--- src/rtl/mlfq_pkg.sv ---
// ----------------------------------------------------------------------------
// mlfq_pkg
// Shared types and constants of the thread scheduler: command and status
// codes, datapath operations and the control/status bundles.
// ----------------------------------------------------------------------------
package mlfq_pkg;

  localparam int MAX_THREADS_DEF = 16;
  localparam int LEVELS_DEF      = 4;

  localparam int CMD_W     = 3;
  localparam int SLOT_W    = 4;
  localparam int LEVEL_W   = 2;
  localparam int QUANTA_W  = 16;
  localparam int CODE_W    = 2;
  localparam int CFG_IDX_W = 1;
  localparam int CFG_DAT_W = 16;

  localparam logic [QUANTA_W-1:0] QUANTA_MAX = '1;
  localparam logic [CFG_DAT_W-1:0] BOOST_PERIOD_RST = 16'd100;

  localparam logic [CFG_IDX_W-1:0] REG_POLICY_MODE  = 1'b0;
  localparam logic [CFG_IDX_W-1:0] REG_BOOST_PERIOD = 1'b1;

  localparam logic [CODE_W-1:0] RC_OK    = 2'd0;
  localparam logic [CODE_W-1:0] RC_EMPTY = 2'd1;
  localparam logic [CODE_W-1:0] RC_SLOT  = 2'd2;

  typedef enum logic [CMD_W-1:0] {
    CMD_CREATE    = 3'd0,
    CMD_DISPATCH  = 3'd1,
    CMD_PREEMPT   = 3'd2,
    CMD_YIELD     = 3'd3,
    CMD_BLOCK     = 3'd4,
    CMD_EXIT      = 3'd5,
    CMD_UNBLOCK   = 3'd6,
    CMD_SET_LEVEL = 3'd7
  } cmd_e;

  typedef enum logic [1:0] {
    ST_FREE    = 2'd0,
    ST_READY   = 2'd1,
    ST_RUN     = 2'd2,
    ST_BLOCKED = 2'd3
  } slot_st_e;

  typedef enum logic [4:0] {
    OP_NONE,
    OP_ACCEPT,
    OP_ERR_SLOT,
    OP_ERR_NONE,
    OP_CREATE,
    OP_SETLVL,
    OP_RUN_FETCH,
    OP_END_START,
    OP_POP_RDY,
    OP_POP_BLK,
    OP_WALK_START,
    OP_CAPTURE,
    OP_POP_RUN,
    OP_POP_UNBLK,
    OP_WALK_EV,
    OP_WALK_RM,
    OP_END,
    OP_BMERGE,
    OP_BSWEEP,
    OP_BREQ,
    OP_PUSH,
    OP_LINK,
    OP_EMIT
  } op_e;

  typedef struct packed {
    op_e op;
  } dp_cmd_t;

  typedef struct packed {
    cmd_e cmd;
    logic mode;
    logic slot_bad;
    logic run_busy;
    logic any_ready;
    logic l0_empty;
    logic blk_empty;
    logic walk_last;
    logic boost_hit;
    logic merge_last;
    logic sweep_last;
    logic out_free;
  } dp_stat_t;

endpackage

--- src/rtl/mlfq_ram.sv ---
// ----------------------------------------------------------------------------
// mlfq_ram
// Generic single-write, single-read RAM with a registered read port.
// ----------------------------------------------------------------------------
module mlfq_ram #(
  parameter int WIDTH = 8,
  parameter int DEPTH = 16
) (
  input  logic                     clk_i,
  input  logic                     we_i,
  input  logic [$clog2(DEPTH)-1:0] waddr_i,
  input  logic [WIDTH-1:0]         wdata_i,
  input  logic [$clog2(DEPTH)-1:0] raddr_i,
  output logic [WIDTH-1:0]         rdata_o
);

  logic [WIDTH-1:0] mem_q [DEPTH];
  logic [WIDTH-1:0] rdata_q;

  always_ff @(posedge clk_i) begin
    if (we_i) begin
      mem_q[waddr_i] <= wdata_i;
    end
    rdata_q <= mem_q[raddr_i];
  end

  assign rdata_o = rdata_q;

endmodule

--- src/rtl/mlfq_ctrl.sv ---
// ----------------------------------------------------------------------------
// mlfq_ctrl
// Sequencer of the scheduler: decodes each command and steps the datapath
// through list pops, the shortest-service walk, the boost and the requeue.
// ----------------------------------------------------------------------------
module mlfq_ctrl (
  input  logic                clk_i,
  input  logic                rst_ni,
  input  logic                in_valid_i,
  output logic                in_ready_o,
  input  mlfq_pkg::dp_stat_t  stat_i,
  output mlfq_pkg::dp_cmd_t   cmd_o
);
  import mlfq_pkg::*;

  typedef enum logic [14:0] {
    S_IDLE    = 15'h0001,
    S_DECODE  = 15'h0002,
    S_WAIT    = 15'h0004,
    S_CAP     = 15'h0008,
    S_POP     = 15'h0010,
    S_WALK_RD = 15'h0020,
    S_WALK_EV = 15'h0040,
    S_WALK_RM = 15'h0080,
    S_END     = 15'h0100,
    S_BMERGE  = 15'h0200,
    S_BSWEEP  = 15'h0400,
    S_BREQ    = 15'h0800,
    S_PUSH    = 15'h1000,
    S_LINK    = 15'h2000,
    S_EMIT    = 15'h4000
  } state_e;

  state_e state_q, state_d;
  op_e    op;

  always_comb begin
    state_d = state_q;
    op      = OP_NONE;
    unique case (state_q)
      S_IDLE: begin
        if (in_valid_i) begin
          op      = OP_ACCEPT;
          state_d = S_DECODE;
        end
      end
      S_DECODE: begin
        unique case (stat_i.cmd)
          CMD_CREATE, CMD_SET_LEVEL: begin
            if (stat_i.slot_bad) begin
              op      = OP_ERR_SLOT;
              state_d = S_EMIT;
            end else if (stat_i.cmd == CMD_CREATE) begin
              op      = OP_CREATE;
              state_d = S_PUSH;
            end else begin
              op      = OP_SETLVL;
              state_d = S_WAIT;
            end
          end
          CMD_DISPATCH: begin
            if (stat_i.run_busy) begin
              op      = OP_RUN_FETCH;
              state_d = S_WAIT;
            end else if (stat_i.mode && stat_i.any_ready) begin
              op      = OP_POP_RDY;
              state_d = S_WAIT;
            end else if (!stat_i.mode && !stat_i.l0_empty) begin
              op      = OP_WALK_START;
              state_d = S_WALK_RD;
            end else begin
              op      = OP_ERR_NONE;
              state_d = S_EMIT;
            end
          end
          CMD_UNBLOCK: begin
            if (stat_i.blk_empty) begin
              op      = OP_ERR_NONE;
              state_d = S_EMIT;
            end else begin
              op      = OP_POP_BLK;
              state_d = S_WAIT;
            end
          end
          default: begin
            if (stat_i.run_busy) begin
              op      = OP_END_START;
              state_d = S_WAIT;
            end else begin
              op      = OP_ERR_NONE;
              state_d = S_EMIT;
            end
          end
        endcase
      end
      S_WAIT: begin
        unique case (stat_i.cmd)
          CMD_DISPATCH:  state_d = stat_i.run_busy ? S_CAP : S_POP;
          CMD_SET_LEVEL: state_d = S_CAP;
          CMD_UNBLOCK:   state_d = S_POP;
          default:       state_d = S_END;
        endcase
      end
      S_CAP: begin
        op      = OP_CAPTURE;
        state_d = S_EMIT;
      end
      S_POP: begin
        if (stat_i.cmd == CMD_DISPATCH) begin
          op      = OP_POP_RUN;
          state_d = S_EMIT;
        end else begin
          op      = OP_POP_UNBLK;
          state_d = S_PUSH;
        end
      end
      S_WALK_RD: state_d = S_WALK_EV;
      S_WALK_EV: begin
        op      = OP_WALK_EV;
        state_d = stat_i.walk_last ? S_WALK_RM : S_WALK_RD;
      end
      S_WALK_RM: begin
        op      = OP_WALK_RM;
        state_d = S_EMIT;
      end
      S_END: begin
        op = OP_END;
        if (stat_i.boost_hit) begin
          state_d = S_BMERGE;
        end else if (stat_i.cmd == CMD_EXIT) begin
          state_d = S_EMIT;
        end else begin
          state_d = S_PUSH;
        end
      end
      S_BMERGE: begin
        op = OP_BMERGE;
        if (stat_i.merge_last) begin
          state_d = S_BSWEEP;
        end
      end
      S_BSWEEP: begin
        op = OP_BSWEEP;
        if (stat_i.sweep_last) begin
          state_d = S_BREQ;
        end
      end
      S_BREQ: begin
        op      = OP_BREQ;
        state_d = S_PUSH;
      end
      S_PUSH: begin
        op      = OP_PUSH;
        state_d = S_LINK;
      end
      S_LINK: begin
        op      = OP_LINK;
        state_d = S_EMIT;
      end
      S_EMIT: begin
        if (stat_i.out_free) begin
          op      = OP_EMIT;
          state_d = S_IDLE;
        end
      end
      default: state_d = S_IDLE;
    endcase
  end

  always_ff @(posedge clk_i or negedge rst_ni) begin
    if (!rst_ni) begin
      state_q <= S_IDLE;
    end else begin
      state_q <= state_d;
    end
  end

  assign in_ready_o = (state_q == S_IDLE);
  assign cmd_o.op   = op;

endmodule

--- src/rtl/mlfq_datapath.sv ---
// ----------------------------------------------------------------------------
// mlfq_datapath
// Slot table, list heads and tails, running slot, tick counter, working
// registers and the result register of the thread scheduler.
// ----------------------------------------------------------------------------
module mlfq_datapath #(
  parameter int MAX_THREADS = mlfq_pkg::MAX_THREADS_DEF,
  parameter int LEVELS      = mlfq_pkg::LEVELS_DEF
) (
  input  logic                                clk_i,
  input  logic                                rst_ni,
  input  mlfq_pkg::dp_cmd_t                   cmd_i,
  output mlfq_pkg::dp_stat_t                  stat_o,
  input  logic                                cfg_we_i,
  input  logic [mlfq_pkg::CFG_IDX_W-1:0]      cfg_idx_i,
  input  logic [mlfq_pkg::CFG_DAT_W-1:0]      cfg_data_i,
  input  logic [mlfq_pkg::CMD_W-1:0]          command_i,
  input  logic [mlfq_pkg::SLOT_W-1:0]         thread_slot_i,
  input  logic [mlfq_pkg::LEVEL_W-1:0]        new_level_i,
  output logic                                out_valid_o,
  input  logic                                out_ready_i,
  output logic [mlfq_pkg::SLOT_W-1:0]         chosen_slot_o,
  output logic                                chosen_valid_o,
  output logic [mlfq_pkg::LEVEL_W-1:0]        chosen_level_o,
  output logic [mlfq_pkg::QUANTA_W-1:0]       chosen_quanta_o,
  output logic                                boost_done_o,
  output logic [mlfq_pkg::CODE_W-1:0]         status_code_o
);
  import mlfq_pkg::*;

  localparam int SW  = $clog2(MAX_THREADS);
  localparam int PW  = $clog2(MAX_THREADS + 1);
  localparam int LVW = $clog2(LEVELS);
  localparam int LIW = $clog2(LEVELS + 1);
  localparam logic [PW-1:0]  NIL      = PW'(MAX_THREADS);
  localparam logic [PW-1:0]  LAST_SLT = PW'(MAX_THREADS - 1);
  localparam logic [LVW-1:0] TOP_LVL  = LVW'(LEVELS - 1);
  localparam logic [LIW-1:0] BLK_LIST = LIW'(LEVELS);
  localparam logic [LIW-1:0] LAST_LST = LIW'(LEVELS - 1);

  // Control state (reset)
  logic                 mode_q, mode_d;
  logic [CFG_DAT_W-1:0] period_q, period_d;
  logic [QUANTA_W-1:0]  tick_q, tick_d;
  logic [PW-1:0]        running_q, running_d;
  logic [PW-1:0]        head_q [LEVELS+1];
  logic [PW-1:0]        head_d [LEVELS+1];
  logic [PW-1:0]        tail_q [LEVELS+1];
  logic [PW-1:0]        tail_d [LEVELS+1];
  slot_st_e             st_q [MAX_THREADS];
  logic                 out_valid_q, out_valid_d;

  // Working and result registers
  cmd_e                 cmd_q, cmd_d;
  logic [SLOT_W-1:0]    slot_in_q, slot_in_d;
  logic [LEVEL_W-1:0]   lvl_in_q, lvl_in_d;
  logic [PW-1:0]        cur_q, cur_d;
  logic [PW-1:0]        prev_q, prev_d;
  logic [PW-1:0]        best_q, best_d;
  logic [PW-1:0]        bprev_q, bprev_d;
  logic [PW-1:0]        bnext_q, bnext_d;
  logic [QUANTA_W-1:0]  bqnt_q, bqnt_d;
  logic [LVW-1:0]       blvl_q, blvl_d;
  logic [PW-1:0]        n_q, n_d;
  logic [PW-1:0]        sv_q, sv_d;
  logic [PW-1:0]        ptail_q, ptail_d;
  logic                 link_q, link_d;
  logic [LIW-1:0]       list_q, list_d;
  logic [LVW-1:0]       lvl_q, lvl_d;
  logic [QUANTA_W-1:0]  qnt_q, qnt_d;
  logic                 err_q, err_d;
  logic [CODE_W-1:0]    code_q, code_d;
  logic                 boost_q, boost_d;
  logic [SLOT_W-1:0]    o_slot_q, o_slot_d;
  logic                 o_valid_q, o_valid_d;
  logic [LEVEL_W-1:0]   o_lvl_q, o_lvl_d;
  logic [QUANTA_W-1:0]  o_qnt_q, o_qnt_d;
  logic                 o_boost_q, o_boost_d;
  logic [CODE_W-1:0]    o_code_q, o_code_d;

  // Slot table memories and the status write port
  logic                 lvl_we, qnt_we, nxt_we, st_we;
  logic [LVW-1:0]       lvl_wdata, lvl_rd;
  logic [QUANTA_W-1:0]  qnt_wdata, qnt_rd;
  logic [PW-1:0]        nxt_wdata, nxt_rd;
  logic [SW-1:0]        nxt_waddr, st_waddr;
  slot_st_e             st_wdata;

  logic [SW-1:0]        cur_idx;
  slot_st_e             st_cur;
  logic                 in_range;
  logic                 rdy_any;
  logic [LIW-1:0]       rdy_idx;
  logic [PW-1:0]        rdy_head;
  logic [QUANTA_W-1:0]  tick_inc;
  logic [QUANTA_W-1:0]  qnt_new;
  logic [LVW-1:0]       lvl_new;
  logic [LVW-1:0]       lvl_set;
  logic                 boost_hit;

  assign cur_idx  = cur_q[SW-1:0];
  assign st_cur   = st_q[cur_idx];
  assign in_range = (32'(slot_in_q) < MAX_THREADS);
  assign tick_inc = tick_q + QUANTA_W'(1);
  assign qnt_new  = (qnt_rd != QUANTA_MAX) ? qnt_rd + QUANTA_W'(1) : qnt_rd;
  assign boost_hit = (cmd_q == CMD_PREEMPT) && mode_q && (tick_inc >= period_q);

  always_comb begin
    if (mode_q && (cmd_q == CMD_PREEMPT) && (lvl_rd < TOP_LVL)) begin
      lvl_new = lvl_rd + LVW'(1);
    end else begin
      lvl_new = lvl_rd;
    end
    if (32'(lvl_in_q) > LEVELS - 1) begin
      lvl_set = TOP_LVL;
    end else begin
      lvl_set = LVW'(lvl_in_q);
    end
  end

  // Highest-priority (lowest-numbered) non-empty ready level.
  always_comb begin
    rdy_any  = 1'b0;
    rdy_idx  = '0;
    rdy_head = NIL;
    for (int i = LEVELS - 1; i >= 0; i--) begin
      if (head_q[i] != NIL) begin
        rdy_any  = 1'b1;
        rdy_idx  = LIW'(i);
        rdy_head = head_q[i];
      end
    end
  end

  always_comb begin
    mode_d      = mode_q;
    period_d    = period_q;
    tick_d      = tick_q;
    running_d   = running_q;
    head_d      = head_q;
    tail_d      = tail_q;
    out_valid_d = out_valid_q;
    cmd_d       = cmd_q;
    slot_in_d   = slot_in_q;
    lvl_in_d    = lvl_in_q;
    cur_d       = cur_q;
    prev_d      = prev_q;
    best_d      = best_q;
    bprev_d     = bprev_q;
    bnext_d     = bnext_q;
    bqnt_d      = bqnt_q;
    blvl_d      = blvl_q;
    n_d         = n_q;
    sv_d        = sv_q;
    ptail_d     = ptail_q;
    link_d      = link_q;
    list_d      = list_q;
    lvl_d       = lvl_q;
    qnt_d       = qnt_q;
    err_d       = err_q;
    code_d      = code_q;
    boost_d     = boost_q;
    o_slot_d    = o_slot_q;
    o_valid_d   = o_valid_q;
    o_lvl_d     = o_lvl_q;
    o_qnt_d     = o_qnt_q;
    o_boost_d   = o_boost_q;
    o_code_d    = o_code_q;
    lvl_we      = 1'b0;
    lvl_wdata   = '0;
    qnt_we      = 1'b0;
    qnt_wdata   = '0;
    nxt_we      = 1'b0;
    nxt_waddr   = cur_idx;
    nxt_wdata   = NIL;
    st_we       = 1'b0;
    st_waddr    = cur_idx;
    st_wdata    = ST_FREE;

    if (out_valid_q && out_ready_i) begin
      out_valid_d = 1'b0;
    end

    if (cfg_we_i) begin
      unique case (cfg_idx_i)
        REG_POLICY_MODE:  mode_d   = cfg_data_i[0];
        REG_BOOST_PERIOD: period_d = cfg_data_i;
        default: ;
      endcase
    end

    unique case (cmd_i.op)
      OP_ACCEPT: begin
        cmd_d     = cmd_e'(command_i);
        slot_in_d = thread_slot_i;
        lvl_in_d  = new_level_i;
        cur_d     = PW'(thread_slot_i);
        err_d     = 1'b0;
        code_d    = RC_OK;
        boost_d   = 1'b0;
      end
      OP_ERR_SLOT: begin
        err_d  = 1'b1;
        code_d = RC_SLOT;
      end
      OP_ERR_NONE: begin
        err_d  = 1'b1;
        code_d = RC_EMPTY;
      end
      OP_CREATE: begin
        lvl_we   = 1'b1;
        qnt_we   = 1'b1;
        st_we    = 1'b1;
        st_wdata = ST_READY;
        lvl_d    = '0;
        qnt_d    = '0;
        list_d   = '0;
      end
      OP_SETLVL: begin
        lvl_we    = 1'b1;
        lvl_wdata = lvl_set;
        lvl_d     = lvl_set;
      end
      OP_RUN_FETCH: begin
        cur_d  = running_q;
        code_d = RC_SLOT;
      end
      OP_END_START: begin
        cur_d     = running_q;
        running_d = NIL;
      end
      OP_POP_RDY: begin
        cur_d  = rdy_head;
        list_d = rdy_idx;
      end
      OP_POP_BLK: begin
        cur_d  = head_q[LEVELS];
        list_d = BLK_LIST;
      end
      OP_WALK_START: begin
        cur_d  = head_q[0];
        prev_d = NIL;
        n_d    = '0;
      end
      OP_CAPTURE: begin
        lvl_d = lvl_rd;
        qnt_d = qnt_rd;
      end
      OP_POP_RUN, OP_POP_UNBLK: begin
        head_d[list_q] = nxt_rd;
        if (nxt_rd == NIL) begin
          tail_d[list_q] = NIL;
        end
        qnt_d = qnt_rd;
        st_we = 1'b1;
        if (cmd_i.op == OP_POP_RUN) begin
          lvl_d     = lvl_rd;
          st_wdata  = ST_RUN;
          running_d = cur_q;
        end else begin
          lvl_d    = '0;
          lvl_we   = 1'b1;
          st_wdata = ST_READY;
          list_d   = '0;
        end
      end
      OP_WALK_EV: begin
        // Strict compare keeps the earliest thread on a tie.
        if ((n_q == '0) || (qnt_rd < bqnt_q)) begin
          best_d  = cur_q;
          bqnt_d  = qnt_rd;
          blvl_d  = lvl_rd;
          bprev_d = prev_q;
          bnext_d = nxt_rd;
        end
        prev_d = cur_q;
        cur_d  = nxt_rd;
        n_d    = n_q + PW'(1);
      end
      OP_WALK_RM: begin
        if (bprev_q == NIL) begin
          head_d[0] = bnext_q;
          if (bnext_q == NIL) begin
            tail_d[0] = NIL;
          end
        end else begin
          nxt_we    = 1'b1;
          nxt_waddr = bprev_q[SW-1:0];
          nxt_wdata = bnext_q;
          if (tail_q[0] == best_q) begin
            tail_d[0] = bprev_q;
          end
        end
        running_d = best_q;
        st_we     = 1'b1;
        st_waddr  = best_q[SW-1:0];
        st_wdata  = ST_RUN;
        cur_d     = best_q;
        lvl_d     = blvl_q;
        qnt_d     = bqnt_q;
      end
      OP_END: begin
        qnt_we    = 1'b1;
        qnt_wdata = qnt_new;
        qnt_d     = qnt_new;
        lvl_we    = 1'b1;
        lvl_wdata = lvl_new;
        lvl_d     = lvl_new;
        sv_d      = cur_q;
        if ((cmd_q == CMD_PREEMPT) && mode_q) begin
          tick_d = boost_hit ? '0 : tick_inc;
        end
        if (boost_hit) begin
          boost_d = 1'b1;
          list_d  = LIW'(1);
        end else if (cmd_q == CMD_BLOCK) begin
          st_we    = 1'b1;
          st_wdata = ST_BLOCKED;
          list_d   = BLK_LIST;
        end else if (cmd_q == CMD_EXIT) begin
          st_we    = 1'b1;
          st_wdata = ST_FREE;
        end else begin
          st_we    = 1'b1;
          st_wdata = ST_READY;
          list_d   = mode_q ? LIW'(lvl_new) : '0;
        end
      end
      OP_BMERGE: begin
        // Append the whole list of this level to level 0.
        if (head_q[list_q] != NIL) begin
          if (head_q[0] == NIL) begin
            head_d[0] = head_q[list_q];
          end else begin
            nxt_we    = 1'b1;
            nxt_waddr = tail_q[0][SW-1:0];
            nxt_wdata = head_q[list_q];
          end
          tail_d[0]      = tail_q[list_q];
          head_d[list_q] = NIL;
          tail_d[list_q] = NIL;
        end
        list_d = list_q + LIW'(1);
        if (list_q == LAST_LST) begin
          cur_d = '0;
        end
      end
      OP_BSWEEP: begin
        if (st_cur != ST_FREE) begin
          lvl_we = 1'b1;
        end
        cur_d = cur_q + PW'(1);
      end
      OP_BREQ: begin
        cur_d    = sv_q;
        st_we    = 1'b1;
        st_waddr = sv_q[SW-1:0];
        st_wdata = ST_READY;
        lvl_d    = '0;
        list_d   = '0;
      end
      OP_PUSH: begin
        nxt_we = 1'b1;
        if (head_q[list_q] == NIL) begin
          head_d[list_q] = cur_q;
          link_d         = 1'b0;
        end else begin
          link_d  = 1'b1;
          ptail_d = tail_q[list_q];
        end
        tail_d[list_q] = cur_q;
      end
      OP_LINK: begin
        if (link_q) begin
          nxt_we    = 1'b1;
          nxt_waddr = ptail_q[SW-1:0];
          nxt_wdata = cur_q;
        end
      end
      OP_EMIT: begin
        out_valid_d = 1'b1;
        o_code_d    = code_q;
        if (err_q) begin
          o_slot_d  = (code_q == RC_SLOT) ? slot_in_q : '0;
          o_valid_d = 1'b0;
          o_lvl_d   = '0;
          o_qnt_d   = '0;
          o_boost_d = 1'b0;
        end else begin
          o_slot_d  = SLOT_W'(cur_q);
          o_valid_d = 1'b1;
          o_lvl_d   = LEVEL_W'(lvl_q);
          o_qnt_d   = qnt_q;
          o_boost_d = boost_q;
        end
      end
      default: ;
    endcase
  end

  always_ff @(posedge clk_i or negedge rst_ni) begin
    if (!rst_ni) begin
      mode_q      <= 1'b1;
      period_q    <= BOOST_PERIOD_RST;
      tick_q      <= '0;
      running_q   <= NIL;
      out_valid_q <= 1'b0;
      for (int i = 0; i <= LEVELS; i++) begin
        head_q[i] <= NIL;
        tail_q[i] <= NIL;
      end
      for (int i = 0; i < MAX_THREADS; i++) begin
        st_q[i] <= ST_FREE;
      end
    end else begin
      mode_q      <= mode_d;
      period_q    <= period_d;
      tick_q      <= tick_d;
      running_q   <= running_d;
      out_valid_q <= out_valid_d;
      head_q      <= head_d;
      tail_q      <= tail_d;
      if (st_we) begin
        st_q[st_waddr] <= st_wdata;
      end
    end
  end

  always_ff @(posedge clk_i) begin
    cmd_q     <= cmd_d;
    slot_in_q <= slot_in_d;
    lvl_in_q  <= lvl_in_d;
    cur_q     <= cur_d;
    prev_q    <= prev_d;
    best_q    <= best_d;
    bprev_q   <= bprev_d;
    bnext_q   <= bnext_d;
    bqnt_q    <= bqnt_d;
    blvl_q    <= blvl_d;
    n_q       <= n_d;
    sv_q      <= sv_d;
    ptail_q   <= ptail_d;
    link_q    <= link_d;
    list_q    <= list_d;
    lvl_q     <= lvl_d;
    qnt_q     <= qnt_d;
    err_q     <= err_d;
    code_q    <= code_d;
    boost_q   <= boost_d;
    o_slot_q  <= o_slot_d;
    o_valid_q <= o_valid_d;
    o_lvl_q   <= o_lvl_d;
    o_qnt_q   <= o_qnt_d;
    o_boost_q <= o_boost_d;
    o_code_q  <= o_code_d;
  end

  mlfq_ram #(.WIDTH(LVW), .DEPTH(MAX_THREADS)) u_level_ram (
    .clk_i   (clk_i),
    .we_i    (lvl_we),
    .waddr_i (cur_idx),
    .wdata_i (lvl_wdata),
    .raddr_i (cur_idx),
    .rdata_o (lvl_rd)
  );

  mlfq_ram #(.WIDTH(QUANTA_W), .DEPTH(MAX_THREADS)) u_quanta_ram (
    .clk_i   (clk_i),
    .we_i    (qnt_we),
    .waddr_i (cur_idx),
    .wdata_i (qnt_wdata),
    .raddr_i (cur_idx),
    .rdata_o (qnt_rd)
  );

  mlfq_ram #(.WIDTH(PW), .DEPTH(MAX_THREADS)) u_next_ram (
    .clk_i   (clk_i),
    .we_i    (nxt_we),
    .waddr_i (nxt_waddr),
    .wdata_i (nxt_wdata),
    .raddr_i (cur_idx),
    .rdata_o (nxt_rd)
  );

  always_comb begin
    stat_o.cmd        = cmd_q;
    stat_o.mode       = mode_q;
    stat_o.slot_bad   = (cmd_q == CMD_CREATE) ? (!in_range || (st_cur != ST_FREE))
                                              : (!in_range || (st_cur == ST_FREE));
    stat_o.run_busy   = (running_q != NIL);
    stat_o.any_ready  = rdy_any;
    stat_o.l0_empty   = (head_q[0] == NIL);
    stat_o.blk_empty  = (head_q[LEVELS] == NIL);
    stat_o.walk_last  = (nxt_rd == NIL) || (n_q == LAST_SLT);
    stat_o.boost_hit  = boost_hit;
    stat_o.merge_last = (list_q == LAST_LST);
    stat_o.sweep_last = (cur_q == LAST_SLT);
    stat_o.out_free   = !out_valid_q || out_ready_i;
  end

  assign out_valid_o     = out_valid_q;
  assign chosen_slot_o   = o_slot_q;
  assign chosen_valid_o  = o_valid_q;
  assign chosen_level_o  = o_lvl_q;
  assign chosen_quanta_o = o_qnt_q;
  assign boost_done_o    = o_boost_q;
  assign status_code_o   = o_code_q;

endmodule

--- src/rtl/mlfq_thread_scheduler.sv ---
// ----------------------------------------------------------------------------
// mlfq_thread_scheduler
// Multilevel feedback queue thread scheduler with periodic priority boost
// and a shortest-service dispatch mode.
// ----------------------------------------------------------------------------
// One command is handled at a time and gives exactly one result. A
// shortest-service dispatch walks level 0 through the slot RAMs, reading
// and then evaluating each queued thread in turn. A timer tick that
// triggers a boost adds a splice of the ready lists onto level 0, a sweep
// that resets every live level, one slot per cycle through the single
// write port of the level RAM, and a requeue of the running thread. No
// clearing pass is needed after reset. A finished result is held in the
// output register while the next command is accepted.
module mlfq_thread_scheduler #(
  parameter int MAX_THREADS = mlfq_pkg::MAX_THREADS_DEF,
  parameter int LEVELS      = mlfq_pkg::LEVELS_DEF
) (
  input  logic                           clk_i,
  input  logic                           rst_ni,
  input  logic                           cfg_we_i,
  input  logic [mlfq_pkg::CFG_IDX_W-1:0] cfg_idx_i,
  input  logic [mlfq_pkg::CFG_DAT_W-1:0] cfg_data_i,
  input  logic                           in_valid_i,
  output logic                           in_ready_o,
  input  logic [mlfq_pkg::CMD_W-1:0]     command_i,
  input  logic [mlfq_pkg::SLOT_W-1:0]    thread_slot_i,
  input  logic [mlfq_pkg::LEVEL_W-1:0]   new_level_i,
  output logic                           out_valid_o,
  input  logic                           out_ready_i,
  output logic [mlfq_pkg::SLOT_W-1:0]    chosen_slot_o,
  output logic                           chosen_valid_o,
  output logic [mlfq_pkg::LEVEL_W-1:0]   chosen_level_o,
  output logic [mlfq_pkg::QUANTA_W-1:0]  chosen_quanta_o,
  output logic                           boost_done_o,
  output logic [mlfq_pkg::CODE_W-1:0]    status_code_o
);
  import mlfq_pkg::*;

  dp_cmd_t  dp_cmd;
  dp_stat_t dp_stat;

  mlfq_ctrl u_ctrl (
    .clk_i      (clk_i),
    .rst_ni     (rst_ni),
    .in_valid_i (in_valid_i),
    .in_ready_o (in_ready_o),
    .stat_i     (dp_stat),
    .cmd_o      (dp_cmd)
  );

  mlfq_datapath #(
    .MAX_THREADS (MAX_THREADS),
    .LEVELS      (LEVELS)
  ) u_datapath (
    .clk_i           (clk_i),
    .rst_ni          (rst_ni),
    .cmd_i           (dp_cmd),
    .stat_o          (dp_stat),
    .cfg_we_i        (cfg_we_i),
    .cfg_idx_i       (cfg_idx_i),
    .cfg_data_i      (cfg_data_i),
    .command_i       (command_i),
    .thread_slot_i   (thread_slot_i),
    .new_level_i     (new_level_i),
    .out_valid_o     (out_valid_o),
    .out_ready_i     (out_ready_i),
    .chosen_slot_o   (chosen_slot_o),
    .chosen_valid_o  (chosen_valid_o),
    .chosen_level_o  (chosen_level_o),
    .chosen_quanta_o (chosen_quanta_o),
    .boost_done_o    (boost_done_o),
    .status_code_o   (status_code_o)
  );

endmodule
--- config.mk ---
export PLATFORM = sky130hd
export DESIGN_NAME = mlfq_thread_scheduler
export DESIGN_NICKNAME = d
export VERILOG_FILES = /design/src/rtl/mlfq_pkg.sv /design/src/rtl/mlfq_ram.sv /design/src/rtl/mlfq_ctrl.sv /design/src/rtl/mlfq_datapath.sv /design/src/rtl/mlfq_thread_scheduler.sv
export SDC_FILE = /design/constraint.sdc
export NUM_CORES = 1
export LEC_CHECK = 0
export BUFFER_PORTS_ARGS = -buffer_cell sky130_fd_sc_hd__buf_2
export CORE_ASPECT_RATIO = 0.9
export CORE_MARGIN = 10
export CORE_UTILIZATION = 55
export CTS_CLUSTER_SIZE = 40
export DETAILED_ROUTE_END_ITERATION = 10
export GPL_TIMING_DRIVEN = 0
export PLACE_DENSITY = 0.71
export RECOVER_POWER = 25
export SYNTH_ARGS = -nofsm -noshare
export SYNTH_HDL_FRONTEND = slang
export SYNTH_HIERARCHICAL = 1
export SYNTH_SLANG_ARGS = --single-unit
--- constraint.sdc ---
create_clock -name clk_i -period 12.9 [get_ports clk_i]
set_input_delay 2.58 -clock clk_i [delete_from_list [all_inputs] [get_ports clk_i]]
set_output_delay 2.58 -clock clk_i [all_outputs]
set_load 0.02 [all_outputs]
==> flow_summary.yaml, run 1 <==
global_route:
  grt_max_degree: 75
  grt_pass1_vias: 18900
  track_usage_pct: 22.5
  overflow: 0
  grt_antenna_before_repair: 0
  grt_pass1_wl_um: 111000
critical_path:
  crit_type: "input pin to async pin"
  cp_top_family: "buffers and inverters"
  cp_data_required_time_ns: 12.67
  cpMostUsedCell: "clkbuf_1"
  critPathMaxFanout: 74
  crit_slowest_cell: "clkbuf_1"
  max_stage_delay_ns: 2.97
  path_cells: "clkbuf_1 -> clkbuf_1"
  arrival_ns: 8.14
  cp_num_buf_inv: 2
  cp-start-kind: "input pin"
  endpoint_kind: "async pin"
cts:
  cts_resized: 0
  cts-root-buf: "clkbuf_16"
  clockBufferDepth: 3
  path_clk_slew_ns: 0.06
  cts_hold_buf: 0
  postCtsSetupBuffers: 0
  insertion_delay_ns: 0.63
  cts_tree: "yes"
  cts_made_buffers: 68
  cts_sinks: 645
  h-tree-depth: 3
timing:
  maxSlewViolCount: 139
  layout_min_cycle_time_ns: 8.36
  maxSlewHeadroom_pct: -169
  period_share_pct: 64.8
  fin_ws_ns: 4.54
  clock_skew_ns: 0.0330
  fmax_ghz: 0.120
  tns_ns: 0
  rsz0062_at_grt: "no"
  setup_violations: 0
  tightest_slew_ns: 4.04
  hold_viol_final: 0
placement:
  gp_congestion: 0.965
  numPortBuffers: 58
  hpwl_um: 50000
  pre_cts_slack_ns: 5.00
power:
  comb_power_share_pct: 24.1
  p_sw_share_pct: 32.2
  totalPowerFinal_w: 0.00603
  powerDensity_nw_per_um2: 184
  max-vdd-ir-drop_mv: 0.113
  p_int_w: 0.00409
  leakagePower_nw: 12.7
  pwr-share-clk_pct: 32.5
  p_sw_w: 0.00194
  seqPwrFrac_pct: 43.5
yosys:
  synth_fp_nets: 2164
  synthTopCellsByArea: "edfxtp_1, dfrtp_1, mux4_2, mux2_2, nor2_1"
  async_reset_ff_share_pct: 21.1
  synth_common_cells: "edfxtp_1, nor2_1, nand2_1"
  yosys_warnings: 6
  synth-seq-cells: 645
  synth_cells: 2092
  ys_seq_area_share_pct: 63.3
  yosys.area.top_type_share_pct: 50.0
  synth.cell_area_um2: 29200
  ys.flop_type: "edfxtp_1"
  yosysUniqueCellTypes: 93
  synth_edf_count: 486
  syn_area_per_cell_um2: 14.0
  netlist.top_cell.by_area: "edfxtp_1"
  synth_most_common_cell: "edfxtp_1"
layout:
  drive_gt1_share_pct: 18.2
  diodes: 0
  nets: 2312
  area_growth_pct: 12.5
  fill_cells: 3901
floorplan:
  die_y_um: 239
  fp.dieW_um: 263
  core_area_um2: 52800
  dieArea_um2: 62700
  io_pins: 59
  num_rows: 80
  start_util_pct: 55.3
detailed_routing:
  drc: 0
  vias_per_cell: 6.33
  drtIter0Drc: 1866
  wirelength_um: 70900
  dr.pass1.iters: 8
  routedWlPerCell_um: 23.7
  drtAntennaViolNets: 0
  vias: 18900
status:
  status: "finished, violations left"
  violations: "capacitance limit, slew limit"
flow_run:
  maxCapViolations: 2
hold_path:
  hold_path_class: "register to register"
-- metal layers --
| metal | wire (um) | track usage [%] | vias up | part of all wire, % |
|---|---|---|---|---|
| met4 | 2030 | 7.41 | 0 | 2.9 |
| met3 | 5780 | 4.30 | 159 | 8.2 |
| met2 | 33600 | 36.2 | 871 | 47 |
| met1 | 29400 | 30.6 | 9550 | 42 |
| met5 | 0 | 0 | - | 0 |
| li1 | - | - | 8366 | - |
-- cell families after synthesis --
family                   after synthesis  share of synthesized area, %
adder cells (fa/ha/maj)               41                          1.76
flip-flops                           645                          63.3
XOR/XNOR                              40                          1.20
AO/OA/AOI/OAI                        378                          8.63
AND/OR/NAND/NOR                      635                          11.3
buffers and inverters                163                          2.54
multiplexers                         190                          11.2
-- cell usage in the layout (no fill, tap or decap), types with 40 or more instances in the layout --
cell	instances
a22oi_1	58
inv_1	67
nor2_1	157
nor2b_1	40
a21oi_1	88
clkbuf_1	117
clkbuf_16	70
edfxtp_1	486
dfrtp_1	120
nand2_1	156
mux2_2	81
mux4_2	83
nor3_1	41
nand3_1	58
ha_1	41
o21ai_0	79
-- power by group through the flow --
stage          clock network (W)  logic, W  registers (W)
2_1_floorplan                  0   0.00103        0.00257
3_3_place_gp                   0   0.00139        0.00265
3_5_place_dp                   0   0.00144        0.00265
4_1_cts                  0.00200   0.00145        0.00261
5_1_grt                  0.00208   0.00158        0.00264
6_report                 0.00196   0.00145        0.00262
-- registers in the layout (all words and copies together) (netlist names), 15 cells and up --
name,flops
u_datapath/u_level_ram/mem_q,32
u_datapath/u_next_ram/mem_q,80
u_datapath/bqnt_q,16
u_datapath/tail_q,25
u_datapath/qnt_q,16
u_datapath/u_quanta_ram/rdata_o,16
u_datapath/period_q,16
u_datapath/head_q,25
u_datapath/st_q,32
u_datapath/u_quanta_ram/mem_q,256
u_datapath/tick_q,16
u_ctrl/state_q,15
u_datapath/chosen_quanta_o,16
-- worst paths after layout --
| path | slack [ns] | start | endpoint | depth (start not counted) |
|---|---|---|---|---|
| worst max-delay path | 4.54 | rst_ni | u_datapath/head_q[6]$_DFFE_PN0P_ | 2 |
| min in group asynchronous | 3.18 | rst_ni | u_datapath/tick_q[13]$_DFFE_PN0P_ | 1 |
| max in group clk_i | 4.72 | u_datapath/cur_q[0]$_DFFE_PP_ | u_datapath/bnext_q[2]$_DFFE_PP_ | 20 |
| worst max register to register | 4.72 | u_datapath/cur_q[0]$_DFFE_PP_ | u_datapath/bnext_q[2]$_DFFE_PP_ | 20 |
| worst min-delay path | 0.42 | u_datapath/prev_q[0]$_SDFFCE_PP0P_ | u_datapath/bprev_q[0]$_DFFE_PP_ | 0 |
| worst min register to register | 0.42 | u_datapath/prev_q[0]$_SDFFCE_PP0P_ | u_datapath/bprev_q[0]$_DFFE_PP_ | 0 |
-- final cells by class --
class                   count  area [um2]  share of cell area [%]
multi-input cells        1284       10000                    30.5
well taps                 697         872                    2.66
repair buffers             78         447                    1.36
inverters                  68         255                   0.778
clock buffers              94        1880                    5.73
clock inverters            31         394                    1.20
plain buffers              95         468                    1.43
flip-flops and latches    645       18500                    56.3
-- metrics by stage --
stage / hold slack [ns] / utilization, % / instance area, um2 / instances
final: 0.421 / 62.2 / 32800 / 2992
after CTS: 0.421 / 62.5 / 32900 / 2992
after global routing: 0.438 / 62.2 / 32800 / 2992
after floorplan: 0.400 / - / 29200 / 2092
after detailed placement: 0.413 / 58.1 / 30700 / 2867
after global placement: 0.404 / 57.5 / 30300 / 2847
(Power assumes the default switching activity.)
==> run 2, diff against run 1 <==
--- a/config.mk
+++ b/config.mk
@@ -12,7 +12,7 @@
 export CTS_CLUSTER_SIZE = 40
 export DETAILED_ROUTE_END_ITERATION = 10
 export GPL_TIMING_DRIVEN = 0
-export PLACE_DENSITY = 0.71
+export PLACE_DENSITY = 0.74
 export RECOVER_POWER = 25
 export SYNTH_ARGS = -nofsm -noshare
 export SYNTH_HDL_FRONTEND = slang
==> constraint.sdc (replaced) <==
create_clock -name clk_i -period 7.5 [get_ports clk_i]
set_input_delay 1.5 -clock clk_i [delete_from_list [all_inputs] [get_ports clk_i]]
set_output_delay 1.5 -clock clk_i [all_outputs]
set_load 0.02 [all_outputs]
==> flow_summary.yaml, run 2 (synthesized netlist as in run 1, its figures left out) <==
detailed_routing:
  vias: 19000
  wirelength_um: 71900
  drtIter0Drc: 2032
  drc: 0
  dr.pass1.iters: 6
  vias_per_cell: 6.35
  routedWlPerCell_um: 24.0
  drtAntennaViolNets: 0
layout:
  final_cell_mix: "edfxtp_1, nor2_1, nand2_1"
  area_growth_pct: 12.2
  reg.largest.list: "u_datapath/u_quanta_ram/mem_q x256, u_datapath/u_next_ram/mem_q x80"
  seq_area_um2: 18500
  fill_cells: 3860
  final_common_cell: "edfxtp_1"
  diodes: 0
  largest_register_ffs: 256
  drive_gt1_share_pct: 18.1
  design_area_um2: 32700
  regMostFlops: "u_datapath/u_quanta_ram/mem_q"
  nets: 2314
  multiInputGateArea_um2: 10000
cts:
  cts_made_buffers: 67
  cts_tree: "yes"
  cts_sinks: 645
  insertion_delay_ns: 0.62
  clockBufferDepth: 3
  h-tree-depth: 3
  path_clk_slew_ns: 0.07
  cts-root-buf: "clkbuf_16"
  cts_hold_buf: 0
global_route:
  grt_pass1_vias: 19000
  overflow: 0
  grt_antenna_before_repair: 0
  grt_max_degree: 74
  grt_pass1_wl_um: 112000
  track_usage_pct: 22.5
status:
  violations: "capacitance limit, slew limit"
  status: "finished, violations left"
timing:
  fmax_ghz: 0.141
  layout_min_cycle_time_ns: 7.07
  maxSlewHeadroom_pct: -133
  tightest_slew_ns: 3.49
  fin_ws_ns: 0.428
  maxSlewViolCount: 139
  rsz0062_at_grt: "no"
  clock_skew_ns: 0.0250
  hold_viol_final: 0
  period_share_pct: 94.3
  setup_violations: 0
hold_path:
  hold_path_class: "register to register"
  hold-path-cell-count: 0
flow_run:
  maxCapViolations: 2
critical_path:
  path_cells: "clkbuf_1 -> a211oi_1 -> a211oi_1 -> nor3_1 -> a21oi_1 -> xor2_1 -> mux2_1 -> o22ai_1 -> o21a_1 -> o21ai_0 -> buf_2 -> nand2_1 -> nor2_1 -> clkbuf_1 -> buf_1 -> nand2_1 -> o2111ai_1 -> nand3b_1 -> nor3_1"
  crit_type: "register to register"
  endpoint_kind: "register"
  cp-start-kind: "register"
  max_stage_delay_ns: 0.92
  cp_top_family: "buffers and inverters"
  cp.depth: 19
  crit_slowest_cell: "edfxtp_1"
  worstRegToRegCells: 19
  arrival_ns: 7.31
  critPathMaxFanout: 17
  cp_num_buf_inv: 4
  cp_data_required_time_ns: 7.73
floorplan:
  num_rows: 80
  dieArea_um2: 62700
  core_area_um2: 52800
  fp.dieW_um: 263
  start_util_pct: 55.3
  die_y_um: 239
  io_pins: 59
placement:
  numPortBuffers: 58
  pre_cts_slack_ns: -0.166
  place_area_um2: 30700
  gp_congestion: 0.943
  hpwl_um: 49000
power:
  powerDensity_nw_per_um2: 315
  max-vdd-ir-drop_mv: 0.304
  leakagePower_nw: 12.7
-- run 2: per-layer routing --
metal  routed length [um]  global-route usage (%)  up-vias
li1                     -                       -     8360
met1                30100                    31.0     9563
met2                33800                    36.2      928
met3                 6040                    4.20      146
met4                 1980                    6.77        0
met5                    0                       0        -
-- run 2: worst register-to-register path, cell delays in order, from the launching register on --
cell and delay [ns]:
edfxtp_1 0.92, clkbuf_1 0.72, a211oi_1 0.10, a211oi_1 0.25, nor3_1 0.07, a21oi_1 0.36, xor2_1 0.40, mux2_1 0.24
o22ai_1 0.12, o21a_1 0.12, o21ai_0 0.13, buf_2 0.24, nand2_1 0.19, nor2_1 0.46, clkbuf_1 0.55, buf_1 0.52
nand2_1 0.22, o2111ai_1 0.22, nand3b_1 0.28, nor3_1 0.62
-- run 2: path summary, 6_finish.rpt --
check	start	endpoint	slack, ns
setup / recovery	u_datapath/cur_q[2]$_DFFE_PP_	u_datapath/u_next_ram/mem_q[8][4]$_DFFE_PP_	0.43
hold / removal	u_datapath/prev_q[3]$_SDFFCE_PP0P_	u_datapath/bprev_q[3]$_DFFE_PP_	0.42
setup reg to reg	u_datapath/cur_q[2]$_DFFE_PP_	u_datapath/u_next_ram/mem_q[8][4]$_DFFE_PP_	0.43
hold reg to reg	u_datapath/prev_q[3]$_SDFFCE_PP0P_	u_datapath/bprev_q[3]$_DFFE_PP_	0.42
max in group asynchronous	rst_ni	u_datapath/tail_q[3]$_DFFE_PN0P_	2.16
min in group asynchronous	rst_ni	u_datapath/period_q[15]$_DFFE_PN0P_	2.08
-- run 2: area by class of cell --
type                            count  share of cell area (%)
Sequential cell                   645                    56.4
Multi-Input combinational cell   1284                    30.7
Clock buffer                       89                    5.49
Tap cell                          697                    2.66
Buffer                             95                    1.43
Timing Repair Buffer               81                    1.43
Clock inverter                     33                    1.11
Inverter                           68                   0.779
-- run 2: stage by stage --
stage / setup TNS (ns) / utilization (%) / instances / hold WS (ns) / total power, W
floorplan: 0 / - / 2092 / 0.400 / 0.00619
global placement: -91.10 / 57.5 / 2847 / 0.409 / 0.00693
detailed placement: -4.15 / 58.2 / 2865 / 0.407 / 0.00703
CTS: 0 / 62.3 / 2988 / 0.421 / 0.0103
global route: 0 / 62.1 / 2992 / 0.425 / 0.0107
finish: 0 / 62.1 / 2992 / 0.420 / 0.0103
-- run 2: power by group --
group	total, W	internal, W	switching, W
combinational	0.00257	0.000929	0.00164
sequential	0.00447	0.00417	0.000302
clock	0.00327	0.00186	0.00141
-- run 2: timing repair --
action | CTS | global route
endpoints found under the setup margin | 80 | 104
setup buffers | 1 | 4
resized for setup | 0 | 4
